**config.mk**
```make
export PLATFORM = sky130hd
export DESIGN_NAME = priority_ready_queue
export DESIGN_NICKNAME = d
export VERILOG_FILES = /design/src/hw/rtl/prq_pkg.sv /design/src/hw/rtl/priority_ready_queue.sv
export SDC_FILE = /design/constraint.sdc
export NUM_CORES = 1
export LEC_CHECK = 0
export BUFFER_PORTS_ARGS = -buffer_cell sky130_fd_sc_hd__clkbuf_2
export CAP_MARGIN = 15
export CORE_MARGIN = 2
export CORE_UTILIZATION = 48
export CTS_CLUSTER_SIZE = 16
export DETAILED_ROUTE_END_ITERATION = 7
export PLACE_DENSITY_LB_ADDON = 0.1
export SLEW_MARGIN = 20
export SYNTH_ARGS = -nofsm -noshare
export SYNTH_HDL_FRONTEND = slang
export SYNTH_SLANG_ARGS = --single-unit
```
**constraint.sdc**
```tcl
create_clock -name clk -period 10 [get_ports clk]
set_input_delay 1 -clock clk [delete_from_list [all_inputs] [get_ports clk]]
set_output_delay 1 -clock clk [all_outputs]
set_load 0.02 [all_outputs]
```
**src/hw/rtl/prq_pkg.sv**
```systemverilog
// Shared constants, codes and types of the priority ready queue.
`default_nettype none

package prq_pkg;

  // Default sizes
  localparam int THREAD_COUNT_DEF = 64;
  localparam int LEVEL_COUNT_DEF  = 32;

  // Port field widths
  localparam int REQ_W  = 2;
  localparam int ID_W   = 6;
  localparam int PRIO_W = 5;
  localparam int STAT_W = 2;

  typedef logic [REQ_W-1:0]  req_t;
  typedef logic [STAT_W-1:0] stat_t;

  // Request codes
  localparam req_t REQ_ENQUEUE = 2'd0;
  localparam req_t REQ_DEQUEUE = 2'd1;
  localparam req_t REQ_REMOVE  = 2'd2;

  // Result status codes
  localparam stat_t STAT_OK         = 2'd0;
  localparam stat_t STAT_EMPTY      = 2'd1;
  localparam stat_t STAT_NOT_QUEUED = 2'd2;
  localparam stat_t STAT_ALREADY    = 2'd3;

endpackage

`default_nettype wire

```
**src/hw/rtl/priority_ready_queue.sv**
```systemverilog
// Bitmap priority ready queue with per-level linked FIFOs held in two memories.
`default_nettype none

// One FIFO of thread ids per priority level; the highest non-empty level is
// served first. Items are accepted when start is high and busy is low; each
// item gives exactly one result, shown for one cycle with out_valid high, in
// the cycle after its last step. The receiver cannot stall. A request decided
// at once (id out of range, empty queue on dequeue, remove at an empty level,
// unused code) gives its result from the idle state; enqueue reads the
// thread's entry, then links the thread to its level's tail when the level
// already holds threads; dequeue reads the level's head, then pops it; remove
// checks the thread's entry and the level's head, ends there when the thread
// is not queued or heads its level, and otherwise walks the list, reading one
// entry per step, until it ends without the thread or unlinks it. The pace is
// set by the thread memory, which holds the queued bit and next link of each
// thread and has one read and one write port: every list step waits for its
// registered read. After reset a clearing pass runs through the thread memory
// with busy high.
module priority_ready_queue #(
  parameter int THREAD_COUNT = prq_pkg::THREAD_COUNT_DEF,
  parameter int LEVEL_COUNT  = prq_pkg::LEVEL_COUNT_DEF
) (
  input  wire logic                        clk,
  input  wire logic                        rst_n,
  input  wire logic                        start,
  output logic                             busy,
  input  wire prq_pkg::req_t               in_req_type,
  input  wire logic [prq_pkg::ID_W-1:0]    in_thread_id,
  input  wire logic [prq_pkg::PRIO_W-1:0]  in_thread_prio,
  output logic                             out_valid,
  output prq_pkg::stat_t                   out_status,
  output logic [prq_pkg::ID_W-1:0]         out_thread,
  output logic [prq_pkg::PRIO_W-1:0]       out_prio,
  output logic                             out_any_ready
);

  localparam int TW   = (THREAD_COUNT > 1) ? $clog2(THREAD_COUNT) : 1;
  localparam int LW   = TW + 1;
  localparam int LVW  = (LEVEL_COUNT > 1) ? $clog2(LEVEL_COUNT) : 1;
  localparam int IDW  = prq_pkg::ID_W;
  localparam int PRW  = prq_pkg::PRIO_W;
  localparam logic [LW-1:0] NULL_LINK = LW'(THREAD_COUNT);

  localparam logic [3:0] S_CLEAR    = 4'd0;
  localparam logic [3:0] S_IDLE     = 4'd1;
  localparam logic [3:0] S_ENQ      = 4'd2;
  localparam logic [3:0] S_ENQ_LINK = 4'd3;
  localparam logic [3:0] S_DEQ_HEAD = 4'd4;
  localparam logic [3:0] S_DEQ_POP  = 4'd5;
  localparam logic [3:0] S_REM_CHK  = 4'd6;
  localparam logic [3:0] S_REM_WALK = 4'd7;
  localparam logic [3:0] S_REM_DROP = 4'd8;

  // Thread memory entry: {queued, next link}; level memory entry: {head, tail}
  logic [LW:0]     tmem [THREAD_COUNT];
  logic [2*TW-1:0] lmem [LEVEL_COUNT];

  logic [LW:0]     tm_rdata_r;
  logic [2*TW-1:0] lm_rdata_r;
  logic [TW-1:0]   tm_raddr, tm_waddr;
  logic [LW:0]     tm_wdata;
  logic            tm_we;
  logic [LVW-1:0]  lm_raddr, lm_waddr;
  logic [2*TW-1:0] lm_wdata;
  logic            lm_we;

  logic [3:0]             state_r, state_nxt;
  logic [TW-1:0]          clr_cnt_r, clr_cnt_nxt;
  logic [LEVEL_COUNT-1:0] mask_r, mask_nxt;
  logic [TW-1:0]          tid_r, tid_nxt;
  logic [LVW-1:0]         lvl_r, lvl_nxt;
  logic [TW-1:0]          head_r, head_nxt;
  logic [TW-1:0]          tail_r, tail_nxt;
  logic [TW-1:0]          prev_r, prev_nxt;
  logic [LW-1:0]          tlink_r, tlink_nxt;

  logic                   out_valid_r, out_valid_nxt;
  prq_pkg::stat_t         out_status_r, out_status_nxt;
  logic [IDW-1:0]         out_thread_r, out_thread_nxt;
  logic [PRW-1:0]         out_prio_r, out_prio_nxt;
  logic                   out_any_ready_r, out_any_ready_nxt;

  logic                   id_ok;
  logic [TW-1:0]          tid_in;
  logic [LVW-1:0]         lvl_in;
  logic [LVW-1:0]         top_lvl;
  logic [TW-1:0]          rd_head, rd_tail;
  logic [LW-1:0]          rd_link;

  assign id_ok   = int'(in_thread_id) < THREAD_COUNT;
  assign tid_in  = TW'(in_thread_id);
  assign lvl_in  = (int'(in_thread_prio) >= LEVEL_COUNT) ? LVW'(LEVEL_COUNT - 1)
                                                         : LVW'(in_thread_prio);
  assign rd_head = lm_rdata_r[2*TW-1:TW];
  assign rd_tail = lm_rdata_r[TW-1:0];
  assign rd_link = tm_rdata_r[LW-1:0];

  // Highest non-empty level
  always_comb begin
    top_lvl = '0;
    for (int i = 0; i < LEVEL_COUNT; i++) begin
      if (mask_r[i]) begin
        top_lvl = LVW'(i);
      end
    end
  end

  always_ff @(posedge clk) begin
    if (tm_we) begin
      tmem[tm_waddr] <= tm_wdata;
    end
    tm_rdata_r <= tmem[tm_raddr];
  end

  always_ff @(posedge clk) begin
    if (lm_we) begin
      lmem[lm_waddr] <= lm_wdata;
    end
    lm_rdata_r <= lmem[lm_raddr];
  end

  always_comb begin
    state_nxt      = state_r;
    clr_cnt_nxt    = clr_cnt_r;
    mask_nxt       = mask_r;
    tid_nxt        = tid_r;
    lvl_nxt        = lvl_r;
    head_nxt       = head_r;
    tail_nxt       = tail_r;
    prev_nxt       = prev_r;
    tlink_nxt      = tlink_r;
    out_valid_nxt  = 1'b0;
    out_status_nxt = out_status_r;
    out_thread_nxt = out_thread_r;
    out_prio_nxt   = out_prio_r;
    tm_raddr       = tid_r;
    tm_we          = 1'b0;
    tm_waddr       = tid_r;
    tm_wdata       = {1'b0, NULL_LINK};
    lm_raddr       = lvl_r;
    lm_we          = 1'b0;
    lm_waddr       = lvl_r;
    lm_wdata       = {head_r, tail_r};

    case (state_r)
      S_CLEAR: begin
        tm_we    = 1'b1;
        tm_waddr = clr_cnt_r;
        clr_cnt_nxt = clr_cnt_r + 1'b1;
        if (clr_cnt_r == TW'(THREAD_COUNT - 1)) begin
          state_nxt = S_IDLE;
        end
      end

      S_IDLE: begin
        tm_raddr = tid_in;
        lm_raddr = (in_req_type == prq_pkg::REQ_DEQUEUE) ? top_lvl : lvl_in;
        if (start) begin
          tid_nxt        = tid_in;
          lvl_nxt        = (in_req_type == prq_pkg::REQ_DEQUEUE) ? top_lvl : lvl_in;
          out_thread_nxt = '0;
          out_prio_nxt   = '0;
          out_status_nxt = prq_pkg::STAT_OK;
          case (in_req_type)
            prq_pkg::REQ_ENQUEUE: begin
              if (!id_ok) begin
                out_valid_nxt  = 1'b1;
                out_status_nxt = prq_pkg::STAT_NOT_QUEUED;
              end else begin
                state_nxt = S_ENQ;
              end
            end
            prq_pkg::REQ_DEQUEUE: begin
              if (mask_r == '0) begin
                out_valid_nxt  = 1'b1;
                out_status_nxt = prq_pkg::STAT_EMPTY;
              end else begin
                state_nxt = S_DEQ_HEAD;
              end
            end
            prq_pkg::REQ_REMOVE: begin
              if (!id_ok || !mask_r[lvl_in]) begin
                out_valid_nxt  = 1'b1;
                out_status_nxt = prq_pkg::STAT_NOT_QUEUED;
              end else begin
                state_nxt = S_REM_CHK;
              end
            end
            default: begin
              out_valid_nxt = 1'b1;
            end
          endcase
        end
      end

      S_ENQ: begin
        if (tm_rdata_r[LW]) begin
          out_valid_nxt  = 1'b1;
          out_status_nxt = prq_pkg::STAT_ALREADY;
          state_nxt      = S_IDLE;
        end else begin
          tm_we    = 1'b1;
          tm_wdata = {1'b1, NULL_LINK};
          lm_we    = 1'b1;
          mask_nxt[lvl_r] = 1'b1;
          if (mask_r[lvl_r]) begin
            // append behind the current tail
            lm_wdata  = {rd_head, tid_r};
            tail_nxt  = rd_tail;
            state_nxt = S_ENQ_LINK;
          end else begin
            lm_wdata      = {tid_r, tid_r};
            out_valid_nxt = 1'b1;
            state_nxt     = S_IDLE;
          end
        end
      end

      S_ENQ_LINK: begin
        tm_we         = 1'b1;
        tm_waddr      = tail_r;
        tm_wdata      = {1'b1, LW'(tid_r)};
        out_valid_nxt = 1'b1;
        state_nxt     = S_IDLE;
      end

      S_DEQ_HEAD: begin
        head_nxt  = rd_head;
        tail_nxt  = rd_tail;
        tm_raddr  = rd_head;
        state_nxt = S_DEQ_POP;
      end

      S_DEQ_POP: begin
        lm_we    = 1'b1;
        lm_wdata = {TW'(rd_link), tail_r};
        if (rd_link == NULL_LINK) begin
          mask_nxt[lvl_r] = 1'b0;
        end
        tm_we          = 1'b1;
        tm_waddr       = head_r;
        out_valid_nxt  = 1'b1;
        out_thread_nxt = IDW'(head_r);
        out_prio_nxt   = PRW'(lvl_r);
        state_nxt      = S_IDLE;
      end

      S_REM_CHK: begin
        tlink_nxt = rd_link;
        head_nxt  = rd_head;
        tail_nxt  = rd_tail;
        if (!tm_rdata_r[LW]) begin
          out_valid_nxt  = 1'b1;
          out_status_nxt = prq_pkg::STAT_NOT_QUEUED;
          state_nxt      = S_IDLE;
        end else if (rd_head == tid_r) begin
          // thread heads its level: advance the head
          lm_we    = 1'b1;
          lm_wdata = {TW'(rd_link), rd_tail};
          if (rd_link == NULL_LINK) begin
            mask_nxt[lvl_r] = 1'b0;
          end
          tm_we         = 1'b1;
          out_valid_nxt = 1'b1;
          state_nxt     = S_IDLE;
        end else begin
          prev_nxt  = rd_head;
          tm_raddr  = rd_head;
          state_nxt = S_REM_WALK;
        end
      end

      S_REM_WALK: begin
        if (rd_link == NULL_LINK) begin
          out_valid_nxt  = 1'b1;
          out_status_nxt = prq_pkg::STAT_NOT_QUEUED;
          state_nxt      = S_IDLE;
        end else if (rd_link == LW'(tid_r)) begin
          // bypass the thread and pull the tail back if it was last
          tm_we    = 1'b1;
          tm_waddr = prev_r;
          tm_wdata = {1'b1, tlink_r};
          if (tail_r == tid_r) begin
            lm_we    = 1'b1;
            lm_wdata = {head_r, prev_r};
          end
          state_nxt = S_REM_DROP;
        end else begin
          prev_nxt = TW'(rd_link);
          tm_raddr = TW'(rd_link);
        end
      end

      S_REM_DROP: begin
        tm_we         = 1'b1;
        out_valid_nxt = 1'b1;
        state_nxt     = S_IDLE;
      end

      default: begin
        state_nxt = S_IDLE;
      end
    endcase

    out_any_ready_nxt = |mask_nxt;
  end

  always_ff @(posedge clk) begin
    if (!rst_n) begin
      state_r     <= S_CLEAR;
      clr_cnt_r   <= '0;
      mask_r      <= '0;
      out_valid_r <= 1'b0;
    end else begin
      state_r     <= state_nxt;
      clr_cnt_r   <= clr_cnt_nxt;
      mask_r      <= mask_nxt;
      out_valid_r <= out_valid_nxt;
    end
  end

  always_ff @(posedge clk) begin
    tid_r           <= tid_nxt;
    lvl_r           <= lvl_nxt;
    head_r          <= head_nxt;
    tail_r          <= tail_nxt;
    prev_r          <= prev_nxt;
    tlink_r         <= tlink_nxt;
    out_status_r    <= out_status_nxt;
    out_thread_r    <= out_thread_nxt;
    out_prio_r      <= out_prio_nxt;
    out_any_ready_r <= out_any_ready_nxt;
  end

  assign busy          = (state_r != S_IDLE);
  assign out_valid     = out_valid_r;
  assign out_status    = out_status_r;
  assign out_thread    = out_thread_r;
  assign out_prio      = out_prio_r;
  assign out_any_ready = out_any_ready_r;

  a_empty_means_none_ready: assert property (@(posedge clk) disable iff (!rst_n)
    out_valid_r && (out_status_r == prq_pkg::STAT_EMPTY) |-> !out_any_ready_r)
    else $error("empty dequeue reported with threads still ready");

  a_walk_on_live_level: assert property (@(posedge clk) disable iff (!rst_n)
    (state_r == S_REM_WALK) |-> mask_r[lvl_r])
    else $error("list walk on a level marked empty");

  a_pop_on_live_level: assert property (@(posedge clk) disable iff (!rst_n)
    (state_r == S_DEQ_POP) |-> mask_r[lvl_r])
    else $error("dequeue pop on a level marked empty");

  a_no_result_from_clear: assert property (@(posedge clk) disable iff (!rst_n)
    $past(state_r == S_CLEAR) |-> !out_valid_r)
    else $error("result strobe during the clearing pass");

endmodule

`default_nettype wire

```
==> metrics.txt, run 1 <==
# TYPE chip_impl_metric gauge
chip_impl_metric{name="syn_area",unit="mm^2"} 0.0421
chip_impl_metric{name="synth.avg_cell_area",unit="um^2"} 16.3
chip_impl_metric{name="total_switching_power",unit="mW"} 1.64
chip_impl_metric{name="yosys_register_bits",unit=""} 1009
chip_impl_metric{name="internal",unit="mW"} 6.73
chip_impl_metric{name="maxcap_violations",unit=""} 0
chip_impl_metric{name="drt_pass1_iterations",unit=""} 7
chip_impl_metric{name="worst-path-max-fanout",unit=""} 46
chip_impl_metric{name="dpl.cell_count",unit=""} 3669
chip_impl_metric{name="chipWidth",unit="um"} 300
chip_impl_metric{name="final.setup.tns",unit="ns"} 0
chip_impl_metric{name="clk_latency",unit="ns"} 0.68
chip_impl_info{name="outcome",value="completed"} 1
chip_impl_metric{name="core_area",unit="mm^2"} 0.0869
chip_impl_info{name="setup.worst_path.end_class",value="flip-flop"} 1
chip_impl_info{name="synth-main-ff-cell",value="edfxtp_1"} 1
chip_impl_metric{name="setup_viol_count_final",unit=""} 0
chip_impl_metric{name="final.setup_skew",unit="ns"} 0.0229
chip_impl_metric{name="final_max_slew_viol_count",unit=""} 0
chip_impl_metric{name="fin_cells",unit=""} 3867
chip_impl_metric{name="grtUsageTotal",unit=""} 0.238
chip_impl_metric{name="drt_drc",unit=""} 0
chip_impl_metric{name="portBuffers",unit=""} 31
chip_impl_metric{name="postCtsResizedCells",unit=""} 0
chip_impl_metric{name="die_height",unit="um"} 300
chip_impl_metric{name="first_iter_violations",unit=""} 2297
chip_impl_metric{name="crit_required",unit="ns"} 10.55
chip_impl_metric{name="drt-vias-per-instance",unit=""} 6.15
chip_impl_metric{name="floorplan.die_area",unit="mm^2"} 0.0901
chip_impl_metric{name="p_seq_frac",unit=""} 0.545
chip_impl_info{name="final_common_cell",value="edfxtp_1"} 1
chip_impl_info{name="mostFrequentLayoutCells",value="edfxtp_1 (945), nor2_1 (221), nand2_1 (170)"} 1
chip_impl_info{name="tritoncts",value="done"} 1
chip_impl_metric{name="swShare",unit=""} 0.196
chip_impl_metric{name="routabilityCongestion",unit=""} 0.887
chip_impl_metric{name="synth_fp_nets",unit=""} 2600
chip_impl_metric{name="async_reset_ff_frac",unit=""} 0
chip_impl_metric{name="h-tree-depth",unit=""} 3
chip_impl_metric{name="starting_density_of_the_core",unit=""} 0.484
chip_impl_metric{name="multiInputGateArea",unit="mm^2"} 0.0118
chip_impl_metric{name="grt_first_pass_wirelength",unit="um"} 159000
chip_impl_info{name="crit_type",value="flip-flop to flip-flop"} 1
chip_impl_metric{name="routed-via-count",unit=""} 23800
chip_impl_metric{name="drive_above_1_share",unit=""} 0.197
chip_impl_metric{name="hpwlAfterDp",unit="um"} 67200
chip_impl_info{name="rsz0062_at_grt",value="no"} 1
chip_impl_metric{name="post_drt_wl_per_cell",unit="um"} 27.5
chip_impl_metric{name="wirelength",unit="um"} 106000
chip_impl_metric{name="final-hold-violation-count",unit=""} 0
chip_impl_metric{name="synth_edf_count",unit=""} 945
chip_impl_metric{name="grt_overflow",unit=""} 0
chip_impl_info{name="worst_path_max_delay_cell",value="dfxtp_1"} 1
chip_impl_metric{name="cp_slowest_stage_delay",unit="ns"} 0.92
chip_impl_metric{name="hold_depth",unit=""} 0
chip_impl_metric{name="synthCells",unit=""} 2578
chip_impl_metric{name="numCtsBuffers",unit=""} 104
chip_impl_metric{name="power_density",unit="mW/mm^2"} 178
chip_impl_metric{name="max-vdd-ir-drop",unit="mV"} 0.149
chip_impl_metric{name="final.min_clock_period",unit="ns"} 5.71
chip_impl_metric{name="period_share",unit=""} 0.571
chip_impl_info{name="min_path_type",value="flip-flop to flip-flop"} 1
chip_impl_metric{name="rows",unit=""} 108
chip_impl_metric{name="slew_worst_pin",unit="ns"} 1.18
chip_impl_info{name="min_from",value="tm_rdata_r[6]$_DFF_P_"} 1
chip_impl_info{name="startpoint_type",value="flip-flop"} 1
chip_impl_info{name="timing.hold.worst_endpoint",value="tlink_r[6]$_DFFE_PP_"} 1
chip_impl_metric{name="areaGrowthSynthToFinish",unit="%"} 11.6
chip_impl_metric{name="clock-sinks",unit=""} 1009
chip_impl_metric{name="synth_seq_area_share",unit=""} 0.705
chip_impl_metric{name="hold_bufs_at_cts",unit=""} 0
chip_impl_metric{name="clock_tree.buffer_depth",unit=""} 3
chip_impl_metric{name="cts_post_setup_buffers_inserted",unit=""} 0
chip_impl_metric{name="max_freq",unit="GHz"} 0.175
chip_impl_metric{name="wp_data_arrival",unit="ns"} 6.26
chip_impl_metric{name="ant_nets",unit=""} 0
chip_impl_info{name="regToRegStartpoint",value="state_r[1]$_SDFFE_PN0P_"} 1
chip_impl_metric{name="clock_power_share",unit=""} 0.448
chip_impl_metric{name="initial_antenna_violation_count",unit=""} 1
chip_impl_metric{name="ys_types",unit=""} 73
chip_impl_metric{name="yosysWarningCount",unit=""} 0
chip_impl_info{name="critPathMostFrequentCell",value="buf_4"} 1
chip_impl_metric{name="static-leakage-power",unit="nW"} 14.9
chip_impl_metric{name="final_nets",unit=""} 2642
chip_impl_metric{name="clkTransAtPathRegs",unit="ns"} 0.07
chip_impl_metric{name="final.hold.worst_slack",unit="ns"} 0.530
chip_impl_metric{name="slew_headroom",unit=""} 0.213
chip_impl_info{name="regToRegEndpoint",value="tm_rdata_r[4]$_DFF_P_"} 1
chip_impl_info{name="path_cells",value="nand4b_1 -> a21o_1 -> nor3_2 -> o31ai_1 -> and2_4 -> buf_4 -> buf_4 -> mux4_2 -> a22oi_1 -> nand4_1 -> or3_1"} 1
chip_impl_metric{name="worst_reg_to_reg_cells",unit=""} 11
chip_impl_metric{name="num_antenna_cells",unit=""} 0
chip_impl_metric{name="io_pins",unit=""} 32
chip_impl_metric{name="grt_start_max_net_pins",unit=""} 128
chip_impl_metric{name="regToRegSetupSlack",unit="ns"} 4.29
chip_impl_metric{name="fill_cells",unit=""} 6932
chip_impl_info{name="root_buffer",value="clkbuf_16"} 1
chip_impl_metric{name="via_count_of_the_first_global_routing_pass",unit=""} 23700
chip_impl_metric{name="comb_power_share",unit=""} 0.006
chip_impl_metric{name="ff_latch_area",unit="mm^2"} 0.0297
## cell families (layout without fill, tap and decap cells)
group | after synthesis | after routing | share of synthesized area
flip-flops | 1009 | 1009 | 0.705
AND/OR/NAND/NOR | 605 | 605 | 0.0655
AO/OA/AOI/OAI | 392 | 392 | 0.0696
multiplexers | 371 | 371 | 0.135
buffers and inverters | 172 | 306 | 0.0186
XOR/XNOR | 23 | 23 | 0.00479
adder cells (fa/ha/maj) | 6 | 6 | 0.00178
## how the worst max path moves through the flow
stage	startpoint	endpoint	slack, ns	cells past startpoint
after floorplan	state_r[2]$_SDFFE_PN0P_	tmem[0][7]$_DFFE_PP_	5.96	4
after global placement	tid_r[0]$_DFFE_PP_	tm_rdata_r[3]$_DFF_P_	4.37	11
after detailed placement	tid_r[0]$_DFFE_PP_	tm_rdata_r[4]$_DFF_P_	4.33	11
after CTS	state_r[1]$_SDFFE_PN0P_	tm_rdata_r[4]$_DFF_P_	4.31	11
after global routing	tid_r[4]$_DFFE_PP_	tm_rdata_r[1]$_DFF_P_	3.96	11
final	state_r[1]$_SDFFE_PN0P_	tm_rdata_r[4]$_DFF_P_	4.29	11
## synthesized netlist by cell type (7+ instances only)
library cell | instances | area [um^2]
a211o_1 | 19 | 166
buf_4 | 13 | 97.6
nand2_1 | 171 | 642
a31oi_1 | 9 | 56.3
nand2b_1 | 12 | 75.1
xor2_1 | 15 | 131
nor2b_1 | 19 | 119
a21oi_1 | 84 | 420
buf_2 | 30 | 150
a21o_1 | 11 | 82.6
o21ai_0 | 36 | 180
xnor2_1 | 8 | 70.1
dfxtp_1 | 64 | 1280
nand4_1 | 32 | 200
nor3_1 | 23 | 115
and3_1 | 19 | 119
o211ai_1 | 29 | 218
nand3_1 | 13 | 65.1
mux2_2 | 61 | 687
a221oi_1 | 13 | 114
clkbuf_1 | 94 | 353
buf_6 | 7 | 78.8
nor2_1 | 243 | 912
a221o_1 | 11 | 110
o32ai_1 | 10 | 87.6
edfxtp_1 | 945 | 28400
o221a_2 | 31 | 349
a211oi_1 | 27 | 203
mux2i_1 | 158 | 1580
buf_1 | 8 | 30.0
a22o_1 | 11 | 96.3
inv_1 | 18 | 67.6
a22oi_1 | 41 | 308
or3_1 | 13 | 81.3
and2_1 | 26 | 163
nor4_1 | 10 | 62.6
a32o_1 | 12 | 120
mux4_2 | 152 | 3420
## state kept, by name, summed over array words and instances (netlist names), 4 cells and up
register    cells
prev_r          6
tmem          512
tlink_r         7
lm_waddr        5
tail_r          6
lm_rdata_r     12
tm_rdata_r      8
mask_r         32
head_r          6
lmem          384
state_r         4
out_thread      6
clr_cnt_r       6
tid_r           6
out_prio        5
## layout make-up
class	count	area share
clock inverter	56	0.0100
tap	1155	0.0308
clock buffer	142	0.0608
timing repair buffer	88	0.0134
inverter	20	0.00160
sequential	1009	0.631
multi-input combinational	1397	0.252
## critical path, delay by kind of cell, from the launching register on
family          cells  cell delay (ns)
compound gates      3             0.92
buf+inv             2             0.83
flops               1             0.92
mux                 1             0.56
simple gates        5             2.27
## per-stage QoR
step	cell area, um^2	power, mW	setup WS, ns	util
floorplan	42100	4.68	5.96	-
global placement	43600	4.71	4.37	0.502
detailed placement	43600	4.71	4.33	0.502
CTS	47000	8.43	4.31	0.541
global route	47000	8.60	3.96	0.541
finish	47000	8.37	4.29	0.541
## per-layer routing
layer	wire (um)	GRT usage	vias up
li1	-	-	10400
met1	44600	0.330	12400
met2	52500	0.392	900
met3	5850	0.0340	168
met4	3460	0.0764	0
met5	0	0	-
## power groups by stage
stage	Combinational (mW)	Sequential [mW]	Clock (mW)
floorplan	0.0301	4.65	0
finish	0.0537	4.57	3.75
global route	0.0566	4.56	3.98
global placement	0.0517	4.65	0
detailed placement	0.0524	4.66	0
CTS	0.0528	4.57	3.81
Power figures use the tool's default switching activity.
==> run 2: changes to the inputs <==
Clock period 10 ns to 5.9 ns, I/O delays scaled along.
==> run 2 against run 1 <==
Against the previous run:
- first-iteration DRC count rose by 2.5%
- worst hold slack lost 0.38 ns
- largest cell class unchanged
- via count shrank 0.39%
- critical endpoint is now tm_rdata_r[7]$_DFF_P_
- sequential share of layout area is 0.71 points lower
- maximum frequency is 8.5% higher
==> metrics.txt, run 2 (synthesis gave the netlist of run 1 again) <==
# TYPE chip_impl_metric gauge
chip_impl_metric{name="crit_required",unit="ns"} 6.45
chip_impl_metric{name="max-vdd-ir-drop",unit="mV"} 0.268
chip_impl_info{name="reg_top3",value="tmem: 512 flops, lmem: 384 flops, mask_r: 32 flops"} 1
chip_impl_metric{name="starting_density_of_the_core",unit=""} 0.484
chip_impl_metric{name="clkTransAtPathRegs",unit="ns"} 0.06
chip_impl_metric{name="final_core_util",unit=""} 0.547
chip_impl_metric{name="clock_tree.buffer_depth",unit=""} 3
chip_impl_metric{name="placed_area",unit="mm^2"} 0.0440
chip_impl_metric{name="hpwlAfterDp",unit="um"} 69700
chip_impl_metric{name="via_count_of_the_first_global_routing_pass",unit=""} 23700
chip_impl_metric{name="final-hold-violation-count",unit=""} 0
chip_impl_metric{name="floorplan.die_area",unit="mm^2"} 0.0901
chip_impl_metric{name="m1WireLength",unit="um"} 43500
chip_impl_metric{name="first_iter_violations",unit=""} 2354
chip_impl_metric{name="h-tree-depth",unit=""} 3
chip_impl_metric{name="areaGrowthSynthToFinish",unit="%"} 12.8
chip_impl_metric{name="wirelength",unit="um"} 107000
chip_impl_metric{name="initial_antenna_violation_count",unit=""} 0
chip_impl_metric{name="drt_pass1_iterations",unit=""} 6
chip_impl_metric{name="route.met3.wl",unit="um"} 5950
chip_impl_info{name="setup.worst_path.end_class",value="flip-flop"} 1
chip_impl_metric{name="drive_above_1_share",unit=""} 0.208
chip_impl_metric{name="drt-vias-per-instance",unit=""} 6.06
chip_impl_metric{name="largest_register_ffs",unit=""} 512
chip_impl_metric{name="final.min_clock_period",unit="ns"} 5.26
chip_impl_metric{name="grt_first_pass_wirelength",unit="um"} 158000
chip_impl_metric{name="power_density",unit="mW/mm^2"} 306
chip_impl_info{name="dr.max_layer_used",value="met4"} 1
chip_impl_metric{name="grt_start_max_net_pins",unit=""} 68
chip_impl_info{name="path_cells",value="xor2_1 -> or4_4 -> or2_1 -> a222oi_1 -> and2_4 -> buf_4 -> mux4_2 -> nor2b_1 -> a21oi_1 -> nand4_1 -> or3_1"} 1
chip_impl_metric{name="slew_headroom",unit=""} 0.213
chip_impl_info{name="tritoncts",value="done"} 1
chip_impl_info{name="worst_path_max_delay_cell",value="and2_4"} 1
chip_impl_metric{name="fin_cells",unit=""} 3909
chip_impl_metric{name="portBuffers",unit=""} 31
chip_impl_metric{name="final_max_slew_viol_count",unit=""} 0
chip_impl_metric{name="routabilityCongestion",unit=""} 0.907
chip_impl_metric{name="wp_data_arrival",unit="ns"} 5.81
chip_impl_info{name="min_path_type",value="input pin to flip-flop"} 1
chip_impl_metric{name="post_route_standard_cell_area_excluding_fillers",unit="mm^2"} 0.0475
chip_impl_metric{name="wl_met2",unit="um"} 53500
chip_impl_metric{name="grtUsageTotal",unit=""} 0.238
chip_impl_metric{name="preCtsSetupSlack",unit="ns"} 0.616
chip_impl_metric{name="io_pins",unit=""} 32
chip_impl_metric{name="maxcap_violations",unit=""} 0
chip_impl_metric{name="die_height",unit="um"} 300
chip_impl_metric{name="cts_post_setup_buffers_inserted",unit=""} 0
chip_impl_metric{name="slew_worst_pin",unit="ns"} 1.18
chip_impl_metric{name="max_freq",unit="GHz"} 0.190
chip_impl_info{name="registers.top_by_ff_count",value="tmem"} 1
chip_impl_metric{name="grt_overflow",unit=""} 0
chip_impl_info{name="final_common_cell",value="edfxtp_1"} 1
chip_impl_info{name="root_buffer",value="clkbuf_16"} 1
chip_impl_info{name="crit_type",value="flip-flop to flip-flop"} 1
chip_impl_metric{name="setup_viol_count_final",unit=""} 0
chip_impl_metric{name="numCtsBuffers",unit=""} 106
chip_impl_metric{name="worst-path-max-fanout",unit=""} 44
chip_impl_metric{name="dpl.cell_count",unit=""} 3711
chip_impl_metric{name="routed-via-count",unit=""} 23700
chip_impl_metric{name="hold_bufs_at_cts",unit=""} 0
chip_impl_info{name="rsz0062_at_grt",value="no"} 1
chip_impl_metric{name="static-leakage-power",unit="nW"} 15.2
chip_impl_info{name="startpoint_type",value="flip-flop"} 1
chip_impl_metric{name="core_area",unit="mm^2"} 0.0869
chip_impl_metric{name="chipWidth",unit="um"} 300
chip_impl_metric{name="clock-sinks",unit=""} 1009
chip_impl_metric{name="final_critical_path_setup_slack",unit="ns"} 0.640
chip_impl_metric{name="post_drt_wl_per_cell",unit="um"} 27.3
chip_impl_metric{name="final.setup_skew",unit="ns"} 0.0325
chip_impl_metric{name="period_share",unit=""} 0.891
chip_impl_info{name="mostFrequentLayoutCells",value="edfxtp_1 (945), nor2_1 (240), nand2_1 (170)"} 1
chip_impl_metric{name="drt_drc",unit=""} 0
chip_impl_metric{name="clk_latency",unit="ns"} 0.68
chip_impl_info{name="outcome",value="completed"} 1
chip_impl_metric{name="rows",unit=""} 108
chip_impl_metric{name="postCtsResizedCells",unit=""} 0
chip_impl_metric{name="cp_slowest_stage_delay",unit="ns"} 0.82
chip_impl_metric{name="ant_nets",unit=""} 0
chip_impl_metric{name="final.setup.tns",unit="ns"} 0
chip_impl_metric{name="final_nets",unit=""} 2686
[run 2: worst max-delay path: cells and delay by family (launching register included)]
family,cells,cell delay (ns)
AOI/OAI and AO/OA,2,0.79
xor gates and xnor gates,1,0.23
buffers and inverters,1,0.44
DFF,1,0.56
muxes,1,0.54
and+or+nand+nor,6,2.55
[run 2: final timing paths]
path / start / to / slack [ns] / depth (start not counted)
hold reg to reg: lm_rdata_r[3]$_DFF_P_ / tail_r[3]$_DFFE_PP_ / 0.44 / 0
hold / removal: in_thread_id[2] / tid_r[2]$_DFFE_PP_ / 0.15 / 1
setup reg to reg: tid_r[0]$_DFFE_PP_ / tm_rdata_r[7]$_DFF_P_ / 0.64 / 11
setup / recovery: tid_r[0]$_DFFE_PP_ / tm_rdata_r[7]$_DFF_P_ / 0.64 / 11
[run 2: routing by layer]
layer	global-route usage	vias to the layer above
met3	0.0327	188
li1	-	10500
met2	0.402	861
met4	0.0888	0
met5	0	-
met1	0.316	12200
[run 2: final cells by class]
class                      count  area [um^2]
antenna                        2         5.00
clock buffer                 134         2920
clock inverter                62          621
fill                        6920        39400
inverter                      20         75.1
multi-input combinational   1397        11800
sequential                  1009        29700
tap                         1155         1450
timing repair buffer         130          996
[run 2: report_power, final]
group	switching (mW)	internal, mW	total, mW	leakage [nW]
logic	0.0645	0.0248	0.0893	4.84
registers	0.00784	7.73	7.74	8.61
clock network	2.75	3.95	6.70	1.73
total	2.82	11.7	14.5	15.2
[run 2: stage by stage]
stage	power [mW]	hold WS [ns]
after CTS	14.6	0.117
after detailed placement	7.98	0.432
after global placement	7.97	0.436
final	14.5	0.148
after floorplan	7.94	0.408
after global routing	14.9	0.123
